<file path="src/hw/rtl/pcse_pkg.sv">
package pcse_pkg;

  localparam int unsigned MAX_CH   = 4;
  localparam int unsigned CH_W     = 2;
  localparam int unsigned DIVD_W   = 64;
  localparam int unsigned DIVS_W   = 48;
  localparam logic [31:0] PRESC_OVER = 32'hffff_0000;

  typedef enum logic [1:0] {
    OP_CONFIG = 2'd0,
    OP_START  = 2'd1,
    OP_STOP   = 2'd2,
    OP_NONE   = 2'd3
  } opcode_e;

  typedef enum logic [1:0] {
    ST_OK      = 2'd0,
    ST_INVALID = 2'd1,
    ST_NOTSUP  = 2'd2,
    ST_RANGE   = 2'd3
  } status_e;

  typedef enum logic [1:0] {
    REG_CORE_NUM = 2'd0,
    REG_CORE_DEN = 2'd1,
    REG_WIDE     = 2'd2,
    REG_REMAP    = 2'd3
  } cfg_reg_e;

  typedef enum logic [1:0] {
    DIV_SCALE  = 2'd0,
    DIV_PERIOD = 2'd1,
    DIV_DUTY   = 2'd2
  } div_sel_e;

  typedef enum logic [3:0] {
    S_IDLE,
    S_DECODE,
    S_FMUL,
    S_FDIV_S,
    S_FDIV_W,
    S_PDIV_S,
    S_PDIV_W,
    S_CHAN,
    S_DMUL,
    S_DDIV_S,
    S_DDIV_W,
    S_RESP
  } state_e;

  typedef struct packed {
    logic [1:0]  opcode;
    logic [3:0]  ch_mask;
    logic        set_freq;
    logic        set_duty;
    logic        set_polarity;
    logic [31:0] freq_num;
    logic [15:0] freq_den;
    logic [31:0] duty_num;
    logic [31:0] duty_den;
    logic        active_high;
  } in_t;

  typedef struct packed {
    logic [1:0]  status;
    logic [15:0] prescaler;
    logic [31:0] period;
    logic [31:0] compare_ch0;
    logic [31:0] compare_ch1;
    logic [31:0] compare_ch2;
    logic [31:0] compare_ch3;
    logic [3:0]  enable_mask;
    logic [3:0]  low_polarity_mask;
    logic        running;
  } out_t;

  typedef struct packed {
    logic     latch;
    logic     do_start;
    logic     do_stop;
    logic     load_fmul;
    logic     div_start;
    div_sel_e div_sel;
    logic     latch_scale;
    logic     write_freq;
    logic     ch_clear;
    logic     ch_next;
    logic     load_dmul;
    logic     write_duty;
    logic     write_chan;
    logic     set_status;
    status_e  status;
  } cmd_t;

  typedef struct packed {
    opcode_e opcode;
    logic    req_bad;
    logic    partial;
    logic    set_freq;
    logic    set_duty;
    logic    bot_zero;
    logic    presc_over;
    logic    ch_active;
    logic    ch_last;
    logic    duty_bad;
    logic    div_done;
  } sts_t;

endpackage

</file>
<file path="src/hw/rtl/pcse_controller.sv">
module pcse_controller (
  input  logic            clk_i,
  input  logic            rst_ni,
  input  logic            in_valid_i,
  output logic            in_ready_o,
  output logic            out_valid_o,
  input  logic            out_ready_i,
  input  pcse_pkg::sts_t  sts_i,
  output pcse_pkg::cmd_t  cmd_o
);

  pcse_pkg::state_e state_q, state_d;

  always_ff @(posedge clk_i or negedge rst_ni) begin
    if (!rst_ni) begin
      state_q <= pcse_pkg::S_IDLE;
    end else begin
      state_q <= state_d;
    end
  end

  // next state
  always_comb begin
    state_d = state_q;
    case (state_q)
      pcse_pkg::S_IDLE: if (in_valid_i) state_d = pcse_pkg::S_DECODE;
      pcse_pkg::S_DECODE: begin
        if (sts_i.opcode != pcse_pkg::OP_CONFIG || sts_i.req_bad) begin
          state_d = pcse_pkg::S_RESP;
        end else if (sts_i.set_freq) begin
          state_d = sts_i.partial ? pcse_pkg::S_RESP : pcse_pkg::S_FMUL;
        end else begin
          state_d = pcse_pkg::S_CHAN;
        end
      end
      pcse_pkg::S_FMUL:   state_d = sts_i.bot_zero ? pcse_pkg::S_RESP : pcse_pkg::S_FDIV_S;
      pcse_pkg::S_FDIV_S: state_d = pcse_pkg::S_FDIV_W;
      pcse_pkg::S_FDIV_W: if (sts_i.div_done) state_d = pcse_pkg::S_PDIV_S;
      pcse_pkg::S_PDIV_S: state_d = sts_i.presc_over ? pcse_pkg::S_RESP : pcse_pkg::S_PDIV_W;
      pcse_pkg::S_PDIV_W: if (sts_i.div_done) state_d = pcse_pkg::S_CHAN;
      pcse_pkg::S_CHAN: begin
        if (sts_i.ch_active && sts_i.set_duty) begin
          state_d = sts_i.duty_bad ? pcse_pkg::S_RESP : pcse_pkg::S_DMUL;
        end else if (sts_i.ch_last) begin
          state_d = pcse_pkg::S_RESP;
        end
      end
      pcse_pkg::S_DMUL:   state_d = pcse_pkg::S_DDIV_S;
      pcse_pkg::S_DDIV_S: state_d = pcse_pkg::S_DDIV_W;
      pcse_pkg::S_DDIV_W: begin
        if (sts_i.div_done) begin
          state_d = sts_i.ch_last ? pcse_pkg::S_RESP : pcse_pkg::S_CHAN;
        end
      end
      pcse_pkg::S_RESP:   if (out_ready_i) state_d = pcse_pkg::S_IDLE;
      default:            state_d = pcse_pkg::S_IDLE;
    endcase
  end

  // commands to the datapath
  always_comb begin
    cmd_o       = '0;
    cmd_o.div_sel = pcse_pkg::DIV_SCALE;
    cmd_o.status  = pcse_pkg::ST_OK;
    in_ready_o  = 1'b0;
    out_valid_o = 1'b0;
    case (state_q)
      pcse_pkg::S_IDLE: begin
        in_ready_o  = 1'b1;
        cmd_o.latch = in_valid_i;
      end
      pcse_pkg::S_DECODE: begin
        cmd_o.set_status = 1'b1;
        cmd_o.ch_clear   = 1'b1;
        cmd_o.load_fmul  = 1'b1;
        case (sts_i.opcode)
          pcse_pkg::OP_START: cmd_o.do_start = 1'b1;
          pcse_pkg::OP_STOP:  cmd_o.do_stop  = 1'b1;
          pcse_pkg::OP_CONFIG: begin
            if (sts_i.req_bad) begin
              cmd_o.status = pcse_pkg::ST_INVALID;
            end else if (sts_i.set_freq && sts_i.partial) begin
              cmd_o.status = pcse_pkg::ST_NOTSUP;
            end
          end
          default: cmd_o.status = pcse_pkg::ST_INVALID;
        endcase
      end
      pcse_pkg::S_FMUL: begin
        cmd_o.set_status = sts_i.bot_zero;
        cmd_o.status     = pcse_pkg::ST_RANGE;
        cmd_o.div_start  = !sts_i.bot_zero;
        cmd_o.div_sel    = pcse_pkg::DIV_SCALE;
      end
      pcse_pkg::S_FDIV_S: cmd_o.div_sel = pcse_pkg::DIV_SCALE;
      pcse_pkg::S_FDIV_W: cmd_o.latch_scale = sts_i.div_done;
      pcse_pkg::S_PDIV_S: begin
        cmd_o.set_status = sts_i.presc_over;
        cmd_o.status     = pcse_pkg::ST_RANGE;
        cmd_o.div_start  = !sts_i.presc_over;
        cmd_o.div_sel    = pcse_pkg::DIV_PERIOD;
      end
      pcse_pkg::S_PDIV_W: begin
        cmd_o.div_sel    = pcse_pkg::DIV_PERIOD;
        cmd_o.write_freq = sts_i.div_done;
      end
      pcse_pkg::S_CHAN: begin
        if (sts_i.ch_active && sts_i.set_duty) begin
          cmd_o.set_status = sts_i.duty_bad;
          cmd_o.status     = pcse_pkg::ST_RANGE;
        end else begin
          cmd_o.write_chan = sts_i.ch_active;
          cmd_o.ch_next    = !sts_i.ch_last;
        end
      end
      pcse_pkg::S_DMUL: begin
        cmd_o.load_dmul = 1'b1;
        cmd_o.div_sel   = pcse_pkg::DIV_DUTY;
      end
      pcse_pkg::S_DDIV_S: begin
        cmd_o.div_start = 1'b1;
        cmd_o.div_sel   = pcse_pkg::DIV_DUTY;
      end
      pcse_pkg::S_DDIV_W: begin
        cmd_o.div_sel    = pcse_pkg::DIV_DUTY;
        cmd_o.write_duty = sts_i.div_done;
        cmd_o.write_chan = sts_i.div_done;
        cmd_o.ch_next    = sts_i.div_done && !sts_i.ch_last;
      end
      pcse_pkg::S_RESP: out_valid_o = 1'b1;
      default: ;
    endcase
  end

endmodule

</file>
<file path="config.mk">
export PLATFORM = sky130hd
export DESIGN_NAME = pcse_controller
export DESIGN_NICKNAME = d
export VERILOG_FILES = /design/src/hw/rtl/pcse_pkg.sv /design/src/hw/rtl/pcse_controller.sv
export SDC_FILE = /design/constraint.sdc
export NUM_CORES = 1
export LEC_CHECK = 0
export ABC_AREA = 1
export ABC_CLOCK_PERIOD_IN_PS = 4000
export BUFFER_PORTS_ARGS = -buffer_cell sky130_fd_sc_hd__buf_2
export CAP_MARGIN = 40
export CORE_MARGIN = 3
export CORE_UTILIZATION = 49
export DETAILED_ROUTE_END_ITERATION = 6
export PLACE_DENSITY = 0.84
export SYNTH_ARGS = -nofsm -noshare
export SYNTH_HDL_FRONTEND = slang
export SYNTH_SLANG_ARGS = --single-unit
</file>
<file path="constraint.sdc">
create_clock -name clk_i -period 4 [get_ports clk_i]
set_clock_uncertainty 0.1 [all_clocks]
set_input_delay 0.2 -clock clk_i [delete_from_list [all_inputs] [get_ports clk_i]]
set_output_delay 0.2 -clock clk_i [all_outputs]
set_load 0.01 [all_outputs]
</file>
==> results.txt <==
Pin placement for this block handled 35 I/O pins. Of the cells placed in the final design, the portion with a size suffix greater than 1 is 34.71%. The internal portion of the total power is 0.2559 mW. The start point of the critical path was state_q[3].

The final hold violation count is 0, and the proportion of register bits with asynchronous set or reset after synthesis is 100.0%. For the count of warnings emitted by yosys, the log shows 0. Number of antenna violations at the first check in global routing: 0. The largest driver fanout on the critical path is 5, and the global-route wire length before repair is 3284 um. The tools report the via count of the first global-routing pass as 842.

Sequential cells account for 16.7% of the total power. After the first detailed-routing iteration, the DRC count stood at 16. The tools report the maximum resistive drop on vdd as 0.4221 mV. Summed over all nets, the half-perimeter wirelength after detailed placement is 1711 um. For this run, the share of the core covered by cells in the final layout is 69.97%. The die boundary width is 44.62 um. The final RePlAce weighted congestion is 0.8858, and the final-stage net count is 191.

For the number of buffers added by the clock tree synthesis step, the log shows 3. The flip-flop count of the largest register, all copies and words added was 4. The global routing usage summed across all routing layers is 21.81%, and the post-layout instance count excluding filler cells is 185. The commonest cells after synthesis are 32 x sky130_fd_sc_hd__nand2_1, 25 x sky130_fd_sc_hd__nor2_1, 23 x sky130_fd_sc_hd__inv_1. The worst register-to-register path begins at state_q[0].

The tools report the final antenna-violating net count as 0. In this run, the clock network consumes 7.9% of the power. Across all setup checks in the final design, the least slack found is 2.128 ns.

The largest registers in the layout are state_q (4). After layout, the design draws a total of 0.6014 mW. The post-detailed-routing wire length was 2000 um. In the finished design, the share of the clock period the worst path needs comes to 46.81%.

After synthesis, the cell types taking the most area are sky130_fd_sc_hd__nand2_1 16%, sky130_fd_sc_hd__dfrtp_1 14%, sky130_fd_sc_hd__nor2_1 13%. The cell count after synthesis came out at 133. The data arrival time of the critical path is 1.57 ns.

The cell sitting at the root of the clock tree is a sky130_fd_sc_hd__clkbuf_4. The via count was 908. The worst hold path belongs to the class primary input to asynchronous set/reset pin.

During placement, the flow inserted port buffers numbering 34. Sort of element at the start of the critical path: a register. Synthesis inferred 4 register bits. The library cell with the largest summed area after synthesis was sky130_fd_sc_hd__nand2_1. The worst pin sits at a relative slew slack of 77.25%. The clock transition at the register clock pins on the worst setup and hold paths after CTS is 0.04 ns. The share of the synthesized area in the top cell type is 16.44%. The floorplan row count was 13; the die footprint was 1991 um2. The number of setup violations in the final report was 0. The clock insertion delay at the later pin of the skew report came out at 0.23 ns. For the mapped cell area, the log shows 730.7 um2.

Area growth from synthesis to layout: 29.28%. The smallest clock period supported by the final layout is computed as 1.872 ns. The number of different library cells in the post-synthesis netlist was 22; the maximum number of buffers from clock root to sink was 2.

state_q holds more flip-flops than any other register. The setup path with the least slack is of type register to primary output. The dominant synthesized flop cell is sky130_fd_sc_hd__dfrtp_1.

The setup TNS is 0 ns. Setup repair after global routing left no endpoint under its margin. The number of cells on the worst reg-to-reg path is 6. The number of gates resized after CTS was 0. Power spread over the standard cell area amounts to 636.6 nW/um2. By instance count, the leading cell after synthesis is sky130_fd_sc_hd__nand2_1.

The y dimension of the die works out to 44.62 um. TritonCTS built the clock tree. The net count of the mapped netlist was 152; the number of synthesized flops with an enable pin was 0.

The run gives 0 as the number of max-cap violations. The net switching power figure is 0.3454 mW, and the average wire per cell in the routed design is 10.81 um. The average cell area after synthesis was 5.494 um2.

Counting tap cells, the placed design contains a total of 181 instances. The sequential area share after synthesis is 13.70%, and the number of sinks handled by clock tree synthesis is 4. OpenSTA, run right after detailed placement, puts the worst setup slack at 2.400 ns. After detailed routing, the number of remaining DRC violations is 0. At the pin with the least slew margin, the transition time is 0.3399 ns. Switching share of power: 57.44%.

The pin count of the biggest net entering global routing is 8, and the leakage component of the power is 0.6251 nW. The logs give 3.70 ns for the critical path required time and 4 for the iteration count of the initial detailed-routing pass. The tools report the critical path capture point type as a primary output.

The remaining global-route overflow was 0; the highest clock frequency the design can meet was 0.5341 GHz. The tools report the total count of max-transition violations in the final report as 0. For the number of H-tree levels, the log shows 1. The standard cell core area is 1350 um2, and the share of power burned in combinational logic is 75.4%.

The run finished with clean final reports. Dividing the detail-routed via count by the number of cells gives 4.908. The initial utilization of the core area, before any placement, comes to 54.12%. The repair_antennas step left the layout with diodes totalling 0.
-- worst max-delay path, cell delays in order, from the launching register on --
cell,delay (ns)
sky130_fd_sc_hd__dfrtp_1,0.45
sky130_fd_sc_hd__nor2_2,0.25
sky130_fd_sc_hd__inv_1,0.11
sky130_fd_sc_hd__nor2_1,0.14
sky130_fd_sc_hd__inv_2,0.06
sky130_fd_sc_hd__o221ai_1,0.16
sky130_fd_sc_hd__buf_2,0.17
-- what timing repair did --
action                    CTS  global route
hold endpoints to repair    4             0
setup buffers               0             0
hold buffers                1             0
-- cell usage in the layout, fill, tap and decap left out --
cell type                       count
sky130_fd_sc_hd__o31ai_1            1
sky130_fd_sc_hd__nand3_1            9
sky130_fd_sc_hd__dfrtp_1            4
sky130_fd_sc_hd__o21ai_1            2
sky130_fd_sc_hd__nand4_1            1
sky130_fd_sc_hd__a21oi_1            2
sky130_fd_sc_hd__nor2_1            25
sky130_fd_sc_hd__nor2_2             3
sky130_fd_sc_hd__dlygate4sd3_1      1
sky130_fd_sc_hd__nor2_4             5
sky130_fd_sc_hd__o211ai_1           2
sky130_fd_sc_hd__nand2_1           32
sky130_fd_sc_hd__inv_1             23
sky130_fd_sc_hd__clkbuf_4           3
sky130_fd_sc_hd__inv_2              6
sky130_fd_sc_hd__o221ai_1           1
sky130_fd_sc_hd__buf_2             34
sky130_fd_sc_hd__nand3_2            1
sky130_fd_sc_hd__o21ai_0            2
sky130_fd_sc_hd__a31o_1             1
sky130_fd_sc_hd__nand2_2            7
sky130_fd_sc_hd__clkinv_1           1
sky130_fd_sc_hd__o311ai_1           1
sky130_fd_sc_hd__ha_1               3
-- worst paths after layout --
| path | slack, ns | end |
|---|---|---|
| worst min-delay path | 0.21 | state_q[3] |
| worst max register to register | 2.51 | state_q[0] |
| max in group asynchronous | 3.47 | state_q[0] |
| worst min register to register | 0.53 | state_q[2] |
| worst max-delay path | 2.13 | cmd_o[12] |
| min in group clk_i | 0.28 | state_q[0] |
-- cell type report --
| class | count | area (um2) |
|---|---|---|
| sequential | 4 | 100.1 |
| tap | 15 | 18.77 |
| fill | 125 | 405.4 |
| multi-input combinational | 98 | 510.5 |
| timing repair buffer | 35 | 180.2 |
| clock buffer | 3 | 22.52 |
| inverter | 30 | 112.6 |
-- power groups by stage --
stage	combinational (mW)	sequential, mW	clock, mW
5_1_grt	0.510	0.103	0.0510
6_report	0.454	0.100	0.0475
4_1_cts	0.453	0.0993	0.0505
2_1_floorplan	0.327	0.0940	0
3_5_place_dp	0.451	0.0997	0
3_3_place_gp	0.440	0.0964	0
-- routing by layer --
layer  vias to the layer above  share of wire [%]  track usage [%]
met5                         -                  0                0
met4                         0                  0            9.036
met3                         0                5.5            2.439
met2                        27                 51            37.54
met1                       401                 43            27.07
li1                        480                  -                -
-- logic make-up (layout without fill, tap and decap cells) --
family	count (synthesis)	after routing	share of synthesized area [%]
AND/OR/NAND/NOR	83	83	53.94
buffers and inverters	31	68	16.44
adder cells (fa/ha/maj)	3	3	5.138
AO/OA/AOI/OAI	12	12	10.79
flip-flops	4	4	13.70
-- stage by stage --
step | hold WS, ns | area (um2)
2_1_floorplan | -0.1956 | 730.7
3_3_place_gp | -0.09457 | 912.1
3_5_place_dp | -0.09064 | 912.1
4_1_cts | 0.1958 | 944.7
5_1_grt | 0.2135 | 944.7
6_report | 0.2115 | 944.7
(Power assumes the default switching activity.)
